### src/rtl/binary_morphology_3x3_multichannel_unit_defines.svh
// ---------------------------------------------------------------------------
// Assertion macros for the binary morphology unit
// Clocked on i_clk, disabled while i_rst_n is low.
// ---------------------------------------------------------------------------
`ifndef BINARY_MORPHOLOGY_3X3_MULTICHANNEL_UNIT_DEFINES_SVH
`define BINARY_MORPHOLOGY_3X3_MULTICHANNEL_UNIT_DEFINES_SVH

// antecedent holds -> consequent holds in the same cycle
`define BM3_ASSERT_IMPLY(label, ante, cons, msg) \
    label: assert property (@(posedge i_clk) disable iff (!i_rst_n) (ante) |-> (cons)) \
        else $error(msg);

// condition never holds
`define BM3_ASSERT_NEVER(label, cond, msg) \
    `BM3_ASSERT_IMPLY(label, 1'b1, !(cond), msg)

`endif

### src/rtl/bm3_pkg.sv
// ---------------------------------------------------------------------------
// bm3_pkg
// Shared constants and types for the 3x3 binary morphology unit.
// ---------------------------------------------------------------------------
`timescale 1ns / 1ps

package bm3_pkg;

    localparam int MAX_WIDTH    = 1024;
    localparam int HEIGHT_LIMIT = 1024;
    localparam int CHANNELS     = 4;

    localparam int COL_W     = $clog2(MAX_WIDTH);       // column counter / line RAM address
    localparam int ROW_W     = $clog2(HEIGHT_LIMIT);    // row counter
    localparam int DIM_W     = 11;                      // frame_width / frame_height registers
    localparam int MASK_W    = 9;
    localparam int ACT_W     = 3;
    localparam int CFG_IDX_W = 3;
    localparam int CFG_DAT_W = 11;
    localparam int LINE_W    = 2 * CHANNELS;            // two stored rows per column
    localparam int WCOL_W    = 3 * CHANNELS;            // one 3-row window column
    localparam int TDATA_W   = ((CHANNELS + 7) / 8) * 8;

    typedef enum logic {
        KIND_PIXEL = 1'b0,
        KIND_FLUSH = 1'b1
    } t_kind;

    typedef enum logic [CFG_IDX_W-1:0] {
        REG_FRAME_WIDTH  = 3'd0,
        REG_FRAME_HEIGHT = 3'd1,
        REG_STRUCT_MASK  = 3'd2,
        REG_EROSION_MODE = 3'd3,
        REG_ACTIVE_CHAN  = 3'd4
    } t_cfg_reg;

    // effective configuration as seen by the datapath
    typedef struct packed {
        logic [COL_W-1:0]  width_m1;
        logic [ROW_W-1:0]  height_m1;
        logic [MASK_W-1:0] smask;
        logic              erosion;
        logic [ACT_W-1:0]  active;
    } t_cfg;

    // one item in the RAM read stage
    typedef struct packed {
        logic                valid;
        t_kind               kind;
        logic [CHANNELS-1:0] bits;
        logic [COL_W-1:0]    addr;
        logic                emit;
        logic                border;
        logic                fend;
    } t_item;

endpackage

### src/rtl/bm3_ctrl.sv
// ---------------------------------------------------------------------------
// bm3_ctrl
// Raster counters, item classification, line RAM read issue, read stage reg.
// ---------------------------------------------------------------------------
`timescale 1ns / 1ps

module bm3_ctrl import bm3_pkg::*; (
    input  logic          i_clk,
    input  logic          i_rst_n,
    input  t_cfg          i_cfg,
    input  logic          i_restart,      // size register written
    input  logic          i_valid,
    output logic          o_ready,
    input  t_kind         i_kind,
    input  logic [CHANNELS-1:0] i_bits,
    input  logic          i_b_go,         // read stage item consumed
    output t_item         o_item,
    output logic          o_ram_re,
    output logic [COL_W-1:0] o_ram_raddr
);

    logic [COL_W-1:0] r_in_x, n_in_x, r_out_x, n_out_x;
    logic [ROW_W-1:0] r_in_y, n_in_y, r_out_y, n_out_y;
    logic             r_in_done, n_in_done;
    t_item            r_b, n_b;

    logic pix_ok, fl_ok, accept, emit, fend, border;
    logic in_x_last, in_y_last, out_x_last, out_y_last;
    logic [COL_W-1:0] rd_addr;

    assign o_ready = !r_b.valid || i_b_go;
    assign accept  = i_valid && o_ready;

    always_comb begin
        in_x_last  = (r_in_x == i_cfg.width_m1);
        in_y_last  = (r_in_y == i_cfg.height_m1);
        out_x_last = (r_out_x == i_cfg.width_m1);
        out_y_last = (r_out_y == i_cfg.height_m1);

        pix_ok = (i_kind == KIND_PIXEL) && !r_in_done;
        fl_ok  = (i_kind == KIND_FLUSH) && r_in_done;
        // a pixel yields a result once width+1 pixels are in
        emit   = fl_ok || (pix_ok && ((r_in_y > ROW_W'(1)) ||
                                      ((r_in_y == ROW_W'(1)) && (r_in_x != '0))));
        border = (r_out_x == '0) || out_x_last || (r_out_y == '0) || out_y_last;
        fend   = out_x_last && out_y_last;

        // flush reads the column one ahead of the result column
        if (pix_ok) begin
            rd_addr = r_in_x;
        end else if (out_x_last) begin
            rd_addr = '0;
        end else begin
            rd_addr = r_out_x + COL_W'(1);
        end

        n_b.valid  = pix_ok || fl_ok;
        n_b.kind   = i_kind;
        n_b.bits   = i_bits;
        n_b.addr   = rd_addr;
        n_b.emit   = emit;
        n_b.border = border;
        n_b.fend   = fend;

        n_in_x    = r_in_x;
        n_in_y    = r_in_y;
        n_in_done = r_in_done;
        n_out_x   = r_out_x;
        n_out_y   = r_out_y;

        if (i_restart) begin
            n_in_x    = '0;
            n_in_y    = '0;
            n_in_done = 1'b0;
            n_out_x   = '0;
            n_out_y   = '0;
        end else if (accept) begin
            if (pix_ok) begin
                if (in_x_last && in_y_last) begin
                    n_in_x    = '0;
                    n_in_y    = '0;
                    n_in_done = 1'b1;
                end else if (in_x_last) begin
                    n_in_x = '0;
                    n_in_y = r_in_y + ROW_W'(1);
                end else begin
                    n_in_x = r_in_x + COL_W'(1);
                end
            end
            if (emit) begin
                if (fend) begin
                    n_in_x    = '0;
                    n_in_y    = '0;
                    n_in_done = 1'b0;
                    n_out_x   = '0;
                    n_out_y   = '0;
                end else if (out_x_last) begin
                    n_out_x = '0;
                    n_out_y = r_out_y + ROW_W'(1);
                end else begin
                    n_out_x = r_out_x + COL_W'(1);
                end
            end
        end
    end

    always_ff @(posedge i_clk) begin
        if (!i_rst_n) begin
            r_in_x    <= '0;
            r_in_y    <= '0;
            r_in_done <= 1'b0;
            r_out_x   <= '0;
            r_out_y   <= '0;
            r_b.valid <= 1'b0;
        end else begin
            r_in_x    <= n_in_x;
            r_in_y    <= n_in_y;
            r_in_done <= n_in_done;
            r_out_x   <= n_out_x;
            r_out_y   <= n_out_y;
            if (accept) begin
                r_b <= n_b;
            end else if (i_b_go) begin
                r_b.valid <= 1'b0;
            end
        end
    end

    assign o_item      = r_b;
    assign o_ram_re    = accept && n_b.valid;
    assign o_ram_raddr = rd_addr;

endmodule

### config.mk
export PLATFORM = sky130hd
export DESIGN_NAME = bm3_ctrl
export DESIGN_NICKNAME = d
export VERILOG_FILES = /design/src/rtl/binary_morphology_3x3_multichannel_unit_defines.svh /design/src/rtl/bm3_pkg.sv /design/src/rtl/bm3_ctrl.sv
export SDC_FILE = /design/constraint.sdc
export NUM_CORES = 1
export LEC_CHECK = 0
export BUFFER_PORTS_ARGS = -buffer_cell sky130_fd_sc_hd__buf_2
export CORE_ASPECT_RATIO = 1.25
export CORE_UTILIZATION = 45
export CTS_CLUSTER_DIAMETER = 120
export CTS_CLUSTER_SIZE = 8
export DETAILED_ROUTE_END_ITERATION = 10
export PLACE_DENSITY_LB_ADDON = 0.2
export SLEW_MARGIN = 20
export SYNTH_ARGS = -nofsm -noshare
export SYNTH_HDL_FRONTEND = slang
export SYNTH_SLANG_ARGS = --single-unit
### constraint.sdc
create_clock -name i_clk -period 5.1 [get_ports i_clk]
set_input_delay 0.255 -clock i_clk [delete_from_list [all_inputs] [get_ports i_clk]]
set_output_delay 0.255 -clock i_clk [all_outputs]
set_load 0.01 [all_outputs]
==> reports/qor.csv <==
metric,value,unit
status,completed,
PortBufs,60,
Crit Path Category,reg2reg,
Power Internal,854,uW
register area share after synthesis,0.373,
Main synth FF type,dfxtp_1,
Sw Share,0.221,
type of origin of the critical path,flop,
mapped cell area,3710,sq um
main combinational cell family by area after synthesis,simple AND/OR/NAND/NOR gates,
CP required,5.34,ns
layout cell share with drive strength beyond 1,0.182,
Critical Path End Type,flop,
die height,103,um
Seq pwr share,0.454,
clock-pin slew on the worst setup and hold paths,0.07,ns
DR vias,3306,
FP Rows,36,
simple-gate portion of the synthesized area,0.252,
setup TNS,0,ns
setup ws final,2.12,ns
distinct cell type count after synthesis,46,
Final period util,0.584,
DRC violations left,0,
Post-synth EDFFs,18,
wire length per cell,16.2,um
Final Slew Violations,0,
# Max-Cap Violations,0,
Setup Viol. Count Final,0,
CTS resizes,0,
worst-skew pair later-pin latency,0.35,ns
XOR/XNOR Fraction of Synth Area,0.138,
Final GP Congestion,0.894,
Layout Nets,528,
Post-DP HPWL,6750,um
Net Sw Power,243,uW
drt total wl,9290,um
postcts setup bufs,0,
Post-DRT Antenna Nets,0,
Clock Skews,0.0102,ns
Root Driver,clkbuf_8,
vias in the first global route,3173,
highest net fanout along the worst path,10,
Area Overhead vs Synth,15.0,%
pwr dens,257,nW/um^2
fmax,336,MHz
global route total overflow,0,
Chip Width,83.2,um
Placeable Area,7880,sq um
arrival time worst endpoint,3.22,ns
via density per instance,5.76,
Logic pwr share,0.074,
CTS Buf Count,9,
Mapped Cells,431,
antenna diode count,0,
DIE AREA,8610,sq um
CTS tree,done,
Worst Setup Slack post-DPL,2.09,ns
Synth Area in Adders,0.0371,
minimum period implied by the final worst setup slack,2.98,ns
Initial Utilization,0.470,
yosys warns,0,
Worst-Margin Slew,1.07,ns
first-pass GRT wire length,15500,um
largest net degree at the start of global routing,33,
clk sinks,60,
Final Hold Viols,0,
portion of netlist area occupied by mux cells,0,
Ports,74,
ys async rst share,0,
VDD IR max,0.173,mV
compound-cell area share of the yosys netlist,0.141,
worst relative slew slack,0.281,
Bufs on Longest Clock Path,2,
H-tree depth,3,
DR pass1 iterations,5,
"Net Count, Synth",485,
Seq cells post-synth,60,
RSZ-0062 raised after global routing,no,
drt initial violations,211,
"Avg Cell Area, Syn",8.60,sq um
Clock power frac,0.472,
Hold WC Path Type,in2reg,
hold_buf cts,0,
GR Util All Layers,0.229,
P_leak,1.60,nW
initial antenna violation count,0,
==> area by class of cell <==
class,count,area (sq um)
inverters,20,75.1
clock buffers,11,131
fillers,740,3620
clock inverters,5,100
flip-flops and latches,60,1380
multi-input cells,317,2110
repair buffers,66,345
well taps,95,119
==> final timing paths <==
path	from	end	slack [ns]	cells after the start
hold / removal	i_bits[3]	o_item[16]	0.07	1
setup reg to reg	r_in_x[2]	r_in_y[9]	2.12	6
hold reg to reg	r_in_done	r_in_done	0.48	2
setup / recovery	r_in_x[2]	r_in_y[9]	2.12	6
==> state kept, by name, indices dropped and copies added (netlist names) <==
name       count
r_out_x       10
o_item        19
r_out_y       10
r_in_done      1
r_in_y        10
r_in_x        10
==> stage by stage <==
step                power, mW  area (sq um)  instances  hold slack (ns)  utilization
floorplan               0.557          3710        431            0.354            -
global placement        0.588          4030        558            0.433        0.512
detailed placement      0.590          4030        558            0.433        0.512
CTS                      1.10          4260        574           0.0608        0.541
global route             1.14          4260        574           0.0543        0.541
finish                   1.10          4260        574           0.0748        0.541
==> cells by family after synthesis <==
kind of cell | Yosys count
DFF | 60
and+or+nand+nor | 177
adders and majority gates | 11
xor gates and xnor gates | 56
buffers and inverters | 54
AOI/OAI and AO/OA | 73
==> layer usage <==
layer,track usage,vias to the layer above,share of wire
li1,-,1629,-
met1,0.271,1554,0.43
met2,0.401,106,0.50
met3,0.0532,17,0.056
met4,0.0995,0,0.020
met5,0,-,0
==> worst max-delay path: stages, from the launching register on <==
cell and delay (ns):
dfxtp_1 0.56, xnor2_2 0.17, nand4_2 0.17, nor4_1 0.92
nand2_1 0.45, and4_1 0.39, a22o_1 0.20
==> placed cells by master, fill, tap and decap left out, drive strengths merged, types with 3 or more instances in the layout <==
cell type	synthesis	routed
nor3	9	9
nand4	20	20
nand2b	3	3
a41oi	6	6
nor2b	5	5
a21oi	15	15
edfxtp	18	18
nand3	21	21
or3	6	6
nand3b	6	6
o31ai	10	10
and2	4	4
nand2	40	40
xor2	17	17
clkbuf	29	11
a22o	9	9
and3	8	8
dfxtp	42	42
ha	11	11
nor2	32	32
buf	5	66
nor4	11	11
and4	5	5
bufinv	0	3
xnor2	39	39
inv	20	20
a41o	7	7
o21ai	10	10
o22ai	4	4
==> cells in the mapped netlist (3+ instances only) <==
| master | instances | area, sq um |
|---|---|---|
| a21oi_1 | 15 | 75.1 |
| a22o_1 | 9 | 78.8 |
| a41o_1 | 7 | 70.1 |
| a41oi_1 | 6 | 52.6 |
| and2_1 | 4 | 25.0 |
| and3_1 | 8 | 50.1 |
| and4_1 | 5 | 43.8 |
| clkbuf_1 | 29 | 109 |
| dfxtp_1 | 42 | 841 |
| edfxtp_1 | 18 | 541 |
| ha_1 | 11 | 138 |
| inv_1 | 20 | 75.1 |
| nand2_1 | 40 | 150 |
| nand2b_1 | 3 | 18.8 |
| nand3_1 | 21 | 105 |
| nand3b_1 | 6 | 45.0 |
| nand4_1 | 19 | 119 |
| nor2_1 | 32 | 120 |
| nor2b_1 | 5 | 31.3 |
| nor3_1 | 9 | 45.0 |
| nor4_1 | 11 | 68.8 |
| o21ai_0 | 10 | 50.1 |
| o22ai_1 | 4 | 25.0 |
| o31ai_1 | 10 | 75.1 |
| or3_1 | 6 | 37.5 |
| xnor2_1 | 36 | 315 |
| xnor2_2 | 3 | 48.8 |
| xor2_1 | 17 | 149 |
==> power groups by stage <==
stage | clock, mW | combinational, mW | sequential (mW)
floorplan | 0 | 0.0454 | 0.511
global placement | 0 | 0.0794 | 0.509
detailed placement | 0 | 0.0806 | 0.509
CTS | 0.523 | 0.0810 | 0.498
global route | 0.552 | 0.0884 | 0.498
finish | 0.518 | 0.0806 | 0.498
(Power assumes the default switching activity.)
