`config.mk`:
```
export PLATFORM = sky130hd
export DESIGN_NAME = bm3_window
export DESIGN_NICKNAME = d
export VERILOG_FILES = /design/src/rtl/binary_morphology_3x3_multichannel_unit_defines.svh /design/src/rtl/bm3_pkg.sv /design/src/rtl/bm3_window.sv
export SDC_FILE = /design/constraint.sdc
export NUM_CORES = 1
export LEC_CHECK = 0
export BUFFER_PORTS_ARGS = -buffer_cell sky130_fd_sc_hd__buf_2
export CAP_MARGIN = 20
export CORE_ASPECT_RATIO = 0.6
export CORE_MARGIN = 2
export CORE_UTILIZATION = 46
export DETAILED_ROUTE_END_ITERATION = 8
export PLACE_DENSITY_LB_ADDON = 0.12
export SLEW_MARGIN = 25
export SYNTH_ARGS = -nofsm -noshare
export SYNTH_HDL_FRONTEND = slang
export SYNTH_SLANG_ARGS = --single-unit
export TNS_END_PERCENT = 5
```
`constraint.sdc`:
```
create_clock -name i_clk -period 1.8 [get_ports i_clk]
set_input_delay 0.36 -clock i_clk [delete_from_list [all_inputs] [get_ports i_clk]]
set_output_delay 0.36 -clock i_clk [all_outputs]
set_load 0.02 [all_outputs]
```
`src/rtl/binary_morphology_3x3_multichannel_unit_defines.svh`:
```
// ---------------------------------------------------------------------------
// Assertion macros for the binary morphology unit
// Clocked on i_clk, disabled while i_rst_n is low.
// ---------------------------------------------------------------------------
`ifndef BINARY_MORPHOLOGY_3X3_MULTICHANNEL_UNIT_DEFINES_SVH
`define BINARY_MORPHOLOGY_3X3_MULTICHANNEL_UNIT_DEFINES_SVH

// antecedent holds -> consequent holds in the same cycle
`define BM3_ASSERT_IMPLY(label, ante, cons, msg) \
    label: assert property (@(posedge i_clk) disable iff (!i_rst_n) (ante) |-> (cons)) \
        else $error(msg);

// condition never holds
`define BM3_ASSERT_NEVER(label, cond, msg) \
    `BM3_ASSERT_IMPLY(label, 1'b1, !(cond), msg)

`endif

```
`src/rtl/bm3_pkg.sv`:
```
// ---------------------------------------------------------------------------
// bm3_pkg
// Shared constants and types for the 3x3 binary morphology unit.
// ---------------------------------------------------------------------------
`timescale 1ns / 1ps

package bm3_pkg;

    localparam int MAX_WIDTH    = 1024;
    localparam int HEIGHT_LIMIT = 1024;
    localparam int CHANNELS     = 4;

    localparam int COL_W     = $clog2(MAX_WIDTH);       // column counter / line RAM address
    localparam int ROW_W     = $clog2(HEIGHT_LIMIT);    // row counter
    localparam int DIM_W     = 11;                      // frame_width / frame_height registers
    localparam int MASK_W    = 9;
    localparam int ACT_W     = 3;
    localparam int CFG_IDX_W = 3;
    localparam int CFG_DAT_W = 11;
    localparam int LINE_W    = 2 * CHANNELS;            // two stored rows per column
    localparam int WCOL_W    = 3 * CHANNELS;            // one 3-row window column
    localparam int TDATA_W   = ((CHANNELS + 7) / 8) * 8;

    typedef enum logic {
        KIND_PIXEL = 1'b0,
        KIND_FLUSH = 1'b1
    } t_kind;

    typedef enum logic [CFG_IDX_W-1:0] {
        REG_FRAME_WIDTH  = 3'd0,
        REG_FRAME_HEIGHT = 3'd1,
        REG_STRUCT_MASK  = 3'd2,
        REG_EROSION_MODE = 3'd3,
        REG_ACTIVE_CHAN  = 3'd4
    } t_cfg_reg;

    // effective configuration as seen by the datapath
    typedef struct packed {
        logic [COL_W-1:0]  width_m1;
        logic [ROW_W-1:0]  height_m1;
        logic [MASK_W-1:0] smask;
        logic              erosion;
        logic [ACT_W-1:0]  active;
    } t_cfg;

    // one item in the RAM read stage
    typedef struct packed {
        logic                valid;
        t_kind               kind;
        logic [CHANNELS-1:0] bits;
        logic [COL_W-1:0]    addr;
        logic                emit;
        logic                border;
        logic                fend;
    } t_item;

endpackage

```
`src/rtl/bm3_window.sv`:
```
// ---------------------------------------------------------------------------
// bm3_window
// Column build, line RAM write-back, 3x3 window, kernel and output register.
// ---------------------------------------------------------------------------
`timescale 1ns / 1ps

module bm3_window import bm3_pkg::*; (
    input  logic                i_clk,
    input  logic                i_rst_n,
    input  t_cfg                i_cfg,
    input  t_item               i_item,
    input  logic [LINE_W-1:0]   i_rdata,
    output logic                o_b_go,
    output logic                o_ram_we,
    output logic [COL_W-1:0]    o_ram_waddr,
    output logic [LINE_W-1:0]   o_ram_wdata,
    output logic                o_valid,
    input  logic                i_ready,
    output logic [CHANNELS-1:0] o_bits,
    output logic                o_fend
);

    logic [WCOL_W-1:0]   r_win [3];
    logic [WCOL_W-1:0]   n_win [3];
    logic [WCOL_W-1:0]   col;
    logic                r_c_valid;
    logic [CHANNELS-1:0] r_c_bits, res;
    logic                r_c_fend;
    logic                c_free, pix;

    assign c_free = !r_c_valid || i_ready;
    assign o_b_go = i_item.valid && (!i_item.emit || c_free);
    assign pix    = (i_item.kind == KIND_PIXEL);

    // rows in a column: oldest low, newest (incoming) high
    assign col = {(pix ? i_item.bits : {CHANNELS{1'b0}}), i_rdata};

    assign o_ram_we    = o_b_go && pix;
    assign o_ram_waddr = i_item.addr;
    assign o_ram_wdata = {i_item.bits, i_rdata[LINE_W-1:CHANNELS]};

    always_comb begin
        logic [CHANNELS-1:0] center;
        logic hit, miss, tap;
        center   = r_win[2][2*CHANNELS-1:CHANNELS];
        n_win[0] = r_win[1];
        n_win[1] = r_win[2];
        n_win[2] = col;
        res      = center;
        for (int ch = 0; ch < CHANNELS; ch++) begin
            hit  = 1'b0;
            miss = 1'b0;
            for (int r = 0; r < 3; r++) begin
                for (int c = 0; c < 3; c++) begin
                    tap = n_win[c][r*CHANNELS + ch];
                    if (i_cfg.smask[r*3 + c]) begin
                        hit  = hit | tap;
                        miss = miss | !tap;
                    end
                end
            end
            if (!i_item.border && (ACT_W'(ch) < i_cfg.active)) begin
                if (i_cfg.erosion) begin
                    if (miss) res[ch] = 1'b0;
                end else begin
                    if (hit) res[ch] = 1'b1;
                end
            end
        end
    end

    always_ff @(posedge i_clk) begin
        if (!i_rst_n) begin
            r_win[0]  <= '0;
            r_win[1]  <= '0;
            r_win[2]  <= '0;
            r_c_valid <= 1'b0;
        end else begin
            if (o_b_go) begin
                r_win[0] <= n_win[0];
                r_win[1] <= n_win[1];
                r_win[2] <= n_win[2];
            end
            if (o_b_go && i_item.emit) begin
                r_c_valid <= 1'b1;
                r_c_bits  <= res;
                r_c_fend  <= i_item.fend;
            end else if (i_ready) begin
                r_c_valid <= 1'b0;
            end
        end
    end

    assign o_valid = r_c_valid;
    assign o_bits  = r_c_bits;
    assign o_fend  = r_c_fend;

endmodule

```
==> out/qor.txt, run 1 <==
Status = finished, final reports clean
Reg2Reg Depth = 6
Setup TNS = 0 ns
Synth top area share = 0.488
Min-delay worst type = input port to flip-flop
DRC violations left = 0
Die width = 84.4 µm
Initial antenna violation count = 0
Via count = 1503
Largest net degree at the start of global routing = 19
Fillers = 356
CP Max Fanout = 10
First-pass GRT wire length = 7240 µm
Async set-or-reset flop fraction in the synthesized netlist = 0
Most common cell in the netlist = edfxtp_1
Startpoint class of the critical path = flip-flop
Largest family of logic cells by synthesized area = simple AND/OR/NAND/NOR gates
Post-synthesis cell type count = 25
Final min period = 1.62 ns
P per Cell Area = 800 mW/mm²
Fmax = 616 MHz
Crit-path slowest cell = dfxtp_1
Drt pass-1 iters = 5
Switching Share = 0.262
Worst slew pin tran = 0.383 ns
Yosys warns = 0
Post-CTS resize count = 0
Max cap viols = 0
Buffers on Ports = 47
Max Buffers Root-to-Sink = 2
GR Overflow Total = 0
TritonCTS Sinks = 30
Clock Power Share = 0.311
Leakage power = 0.885 nW
Reg2reg setup slack = 0.31 ns
1st-iter DRT viols = 112
Seq/Total Area, Yosys = 0.499
Fin Hold WS = 0.249 ns
Total Routed Length = 4500 µm
Core Footprint = 0.00370 mm²
Root Driver = clkbuf_8
CP endpoint kind = output port
Post-place setup slack = 0.233 ns
Switching power = 0.424 mW
Slew headroom = 0.744
Io pins = 89
WL per Instance = 17.8 µm
CTS buffer count = 5
CP Data Required Time = 1.44 ns
RePlAce Congestion = 0.819
Post-synth EDFFs = 29
Complex-gate fraction of the synthesized area = 0.160
Final ANT Viol Nets = 0
Vias in the first global route = 1492
Hold endpoint = o_fend$_DFFE_PP_
Gate Count Post-Synth = 170
Reg2Reg Capture Point = r_win[2][8]$_SDFFCE_PN0P_
Top cells by count, synth = 29 x edfxtp_1, 19 x and3_1, 19 x buf_4
DIE AREA = 0.00441 mm²
Combinational share of power = 0.167
Final setup violation count = 0
# hold bufs at CTS = 0
Most Frequent Cell on Critical Path = nand2_1
Synth area leaders = edfxtp_1 49%, buf_4 8.0%, and3_1 6.7%
Crit-path cells = nor2b_1 -> nand2_1 -> nand2_1 -> inv_2 -> buf_2
Fin util = 0.546
Area growth syn-to-layout = 13.2%
Clock latency on the worst-skew pair = 0.28 ns
Clock transition at path regs = 0.06 ns
Adder-cell area share of the yosys netlist = 0
Row Count = 17
Initial Util = 0.482
Setup crit start = o_valid$_SDFFE_PN0P_
Worst Hold Launch = i_item[0]
Post-synthesis xor/xnor area fraction = 0
Mapped Avg Cell Area = 10.5 µm²
Worst R2R Start = o_valid$_SDFFE_PN0P_
Final WS setup = 0.176 ns
H-tree Lvls = 2
Total track usage = 0.217
FF+latch count, synth = 30
RSZ-0062 raised after global routing = no
P_int = 1.19 mW
Diodes inserted = 0
Crit Path Class = flip-flop to output port
Die H = 52.3 µm
Simple-Gate Fraction of Synth Area = 0.224
Final nets = 268
Post-CTS setup buffer count = 0
Sequential Power Share = 0.521
Final Skew = 0.00543 ns
Post-synthesis net count = 233
Crit path largest cell delay = 0.33 ns
Mux contribution to synthesized area = 0
Final Cycle Share = 0.902
Fin. Hold Viols = 0
Detail Placement HPWL = 3340 µm
Synth Cell Area = 0.00179 mm²
Layout cells sized above 1 = 0.293
Synth Flop Type = edfxtp_1
TritonCTS clock tree = done
Synth area leader = edfxtp_1
Vias per std cell = 5.96
Max VDD drop = 0.000356 V
Hold Path Cell Cnt = 1
Crit path arrival time = 1.26 ns
Slew Viols, Final = 0
metrics by stage:
step	power [mW]	cells	instance area, µm²
after floorplan	1.05	170	1790
after global placement	1.11	245	1950
after detailed placement	1.12	245	1950
after CTS	1.63	252	2020
after global routing	1.69	252	2020
final	1.62	252	2020
layout make-up:
cell class                      instances  area [µm²]  area share
Timing Repair Buffer                   50         258       0.127
Multi-Input combinational cell        104         686       0.339
Tap cell                               47        58.8      0.0291
Clock buffer                            7        76.3      0.0377
Inverter                               14        52.6      0.0260
Sequential cell                        30         891       0.441
layer usage:
| metal | vias to the layer above | track usage | share of wire |
|---|---|---|---|
| met2 | 76 | 0.368 | 0.46 |
| met4 | 0 | 0.0794 | 0.015 |
| li1 | 692 | - | - |
| met1 | 722 | 0.275 | 0.44 |
| met3 | 13 | 0.0535 | 0.084 |
| met5 | - | 0 | 0 |
logic make-up after synthesis:
logic type	after synthesis
buffers and inverters	36
flip-flops	30
AO/OA/AOI/OAI	34
AND/OR/NAND/NOR	70
layout by cell type, fill, tap and decap left out, drive strengths merged:
master,n
buf,50
edfxtp,29
and3,19
nor2b,16
inv,14
nor2,12
a222oi,8
nand2b,7
clkbuf,7
a21oi,6
nand2,4
a2111oi,4
nand4,4
o21ai,4
or3,4
a22o,4
a221oi,4
a31oi,4
and2b,2
or2b,1
nor3,1
dfxtp,1
worst max-delay path, delay by kind of cell, from the launching register on:
kind | cells | cell delay (ns)
buf+inv | 2 | 0.29
flops | 1 | 0.33
simple gates | 3 | 0.36
how the worst max path moves through the flow:
| stage | end | slack, ns |
|---|---|---|
| after floorplan | r_win[1][0]$_SDFFCE_PN0P_ | 0.18 |
| after global placement | r_win[2][10]$_SDFFCE_PN0P_ | 0.25 |
| after detailed placement | r_win[1][3]$_SDFFCE_PN0P_ | 0.23 |
| after CTS | o_b_go | 0.16 |
| after global routing | o_b_go | 0.04 |
| final | o_b_go | 0.18 |
state kept, by name (all words and copies together), names as in the netlist:
| signal | flops |
|---|---|
| o_bits | 4 |
| o_fend | 1 |
| o_valid | 1 |
| r_win | 24 |
power by group through the flow:
| stage | Sequential [mW] | Combinational (mW) | Clock (mW) |
|---|---|---|---|
| 3_5_place_dp | 0.856 | 0.267 | 0 |
| 6_report | 0.843 | 0.270 | 0.504 |
| 2_1_floorplan | 0.854 | 0.192 | 0 |
| 5_1_grt | 0.848 | 0.297 | 0.543 |
| 3_3_place_gp | 0.853 | 0.259 | 0 |
| 4_1_cts | 0.842 | 0.269 | 0.515 |
(Power assumes the default switching activity.)
==> run 2, diff against run 1 <==
PLACE_DENSITY = 0.82   (was unset)
PLACE_DENSITY_LB_ADDON = unset   (was 0.12)
==> run 2 against run 1 <==
Against the previous run: count of clock-buffer cells in the layout did not move; core utilization down 0.41 points; cell count down 0.79%; wire length down 9.3%; critical path type unchanged; global-route usage is 2.6 points lower; die area is the same.
==> out/qor.txt, run 2 (synthesis results as in run 1) <==
Crit Path Class = flip-flop to output port
WL per Instance = 16.3 µm (-8.6%)
Die H = 52.3 µm (unchanged)
GR Overflow Total = 0 (unchanged)
DRC violations left = 0 (unchanged)
P per Cell Area = 800 mW/mm² (about the same)
Io pins = 89 (unchanged)
Buffers on Ports = 47 (unchanged)
RSZ-0062 raised after global routing = no
Total Routed Length = 4080 µm (-9.3%)
First-pass GRT wire length = 6380 µm (-12%)
Most Frequent Cell on Critical Path = nand2_1
Slew headroom = 0.751 (+0.00706)
RePlAce Congestion = 0.859 (+4.8%)
Final Cycle Share = 0.934 (+0.0321)
Crit path arrival time = 1.32 ns (+0.06 ns)
Largest net degree at the start of global routing = 25 (+6)
WP buf/inv = 2 (unchanged)
Via count = 1478 (-1.7%)
CTS buffer count = 5 (unchanged)
Row Count = 17 (unchanged)
Crit-path slowest cell = dfxtp_1
DIE AREA = 0.00441 mm² (unchanged)
Root Driver = clkbuf_8
Core Footprint = 0.00370 mm² (unchanged)
Reg2reg setup slack = 0.28 ns (-0.03 ns)
Commonest non-fill, non-tap cell in the layout = buf_2
CP Data Required Time = 1.44 ns (about the same)
Clock latency on the worst-skew pair = 0.28 ns (about the same)
Largest register FFs = 24 (unchanged)
Fmax = 595 MHz (-3.4%)
Reg2Reg Capture Point = o_fend$_DFFE_PP_
Slew Viols, Final = 0 (unchanged)
Final setup violation count = 0 (unchanged)
Drt pass-1 iters = 6 (+1)
Area growth syn-to-layout = 12.4%
Final ANT Viol Nets = 0 (unchanged)
Setup TNS = 0 ns (unchanged)
Leakage power = 0.876 nW (-1.1%)
Max Buffers Root-to-Sink = 2 (unchanged)
Min-delay worst type = input port to flip-flop
Reg with most FFs = r_win
Initial Util = 0.482 (unchanged)
Startpoint class of the critical path = flip-flop
Reg2Reg Depth = 5 (-1)
TritonCTS clock tree = done
Crit-path cells = nor2b_1 -> nand2_1 -> nand2_1 -> inv_2 -> buf_2
Vias in the first global route = 1376 (-7.8%)
Final min period = 1.68 ns (+0.0577 ns)
Setup crit start = o_valid$_SDFFE_PN0P_
Status = finished, final reports clean
Crit. path cell count = 5 (unchanged)
Max VDD drop = 0.000431 V (+21%)
Vias per std cell = 5.91 (-0.88%)
Final Skew = 0.00512 ns (-0.000310 ns)
Clock transition at path regs = 0.06 ns (about the same)
Post-CTS setup buffer count = 0 (unchanged)
Die width = 84.4 µm (unchanged)
Fin. Hold Viols = 0 (unchanged)
Worst Hold Launch = i_item[0]
CP endpoint = o_b_go
CP Max Fanout = 17 (+7)
Fin util = 0.542 (-0.00406)
CP endpoint kind = output port
Post-CTS resize count = 0 (unchanged)
Crit path max-delay family = buffers and inverters
# hold bufs at CTS = 0 (unchanged)
Diodes inserted = 0 (unchanged)
Worst slew pin tran = 0.372 ns (-0.0106 ns)
Total track usage = 0.191 (-0.0255)
Max cap viols = 0 (unchanged)
1st-iter DRT viols = 140 (+25%)
Crit path largest cell delay = 0.31 ns (-0.02 ns)
Tot Pwr = 1.60 mW (-0.74%)
H-tree Lvls = 2 (unchanged)
Worst R2R Start = o_valid$_SDFFE_PN0P_
Initial antenna violation count = 0 (unchanged)
TritonCTS Sinks = 30 (unchanged)
Final nets = 266 (-0.75%)
Layout cells sized above 1 = 0.286 (-0.00697)
Detail Placement HPWL = 3030 µm (-9.2%)
Commonest non-fill, non-tap cells in the layout = 47 x buf_2, 29 x edfxtp_1, 19 x and3_1, 16 x nor2b_1, 13 x inv_1
[run 2: cell count changes in the layout (fill, tap and decap cells not counted)]
| cell | delta |
|---|---|
| buf_4 | -2 |
[run 2: how the worst min path moves through the flow]
stage                                  end  slack (ns)  cells past startpoint
final                     o_fend$_DFFE_PP_        0.25                      1
after global routing      o_fend$_DFFE_PP_        0.25                      1
after CTS                 o_fend$_DFFE_PP_        0.25                      1
after detailed placement  o_fend$_DFFE_PP_        0.54                      1
after global placement    o_fend$_DFFE_PP_        0.54                      1
after floorplan           o_fend$_DFFE_PP_        0.46                      0
[run 2: stage by stage]
stage               hold WS (ns)  instance area, µm²  std cells  setup WS (ns)
floorplan                  0.459                1790        170          0.184
finish                     0.255                2010        250          0.119
global placement           0.538                1930        243          0.200
detailed placement         0.539                1930        243          0.186
global route               0.250                2010        250        0.00260
CTS                        0.245                2010        250          0.112
[run 2: layout make-up]
| type | instances | area (µm²) |
|---|---|---|
| clock buffers | 7 | 76.3 |
| fillers | 355 | 1690 |
| inverters | 14 | 52.6 |
| multi-input cells | 104 | 686 |
| flip-flops and latches | 30 | 891 |
| well taps | 47 | 58.8 |
| repair buffers | 48 | 243 |
[run 2: per-layer routing]
| metal | track usage | vias up | share of wire |
|---|---|---|---|
| met2 | 0.287 | 74 | 0.42 |
| met3 | 0.0535 | 7 | 0.088 |
| met1 | 0.269 | 711 | 0.48 |
| met5 | 0 | - | 0 |
| li1 | - | 686 | - |
| met4 | 0.0635 | 0 | 0.013 |
[run 2: report_power, final]
part | switching [mW] | leakage [nW] | internal [mW] | total (mW)
sequential | 0.0254 | 0.320 | 0.816 | 0.841
clock | 0.239 | 0.0383 | 0.265 | 0.504
combinational | 0.151 | 0.518 | 0.108 | 0.259
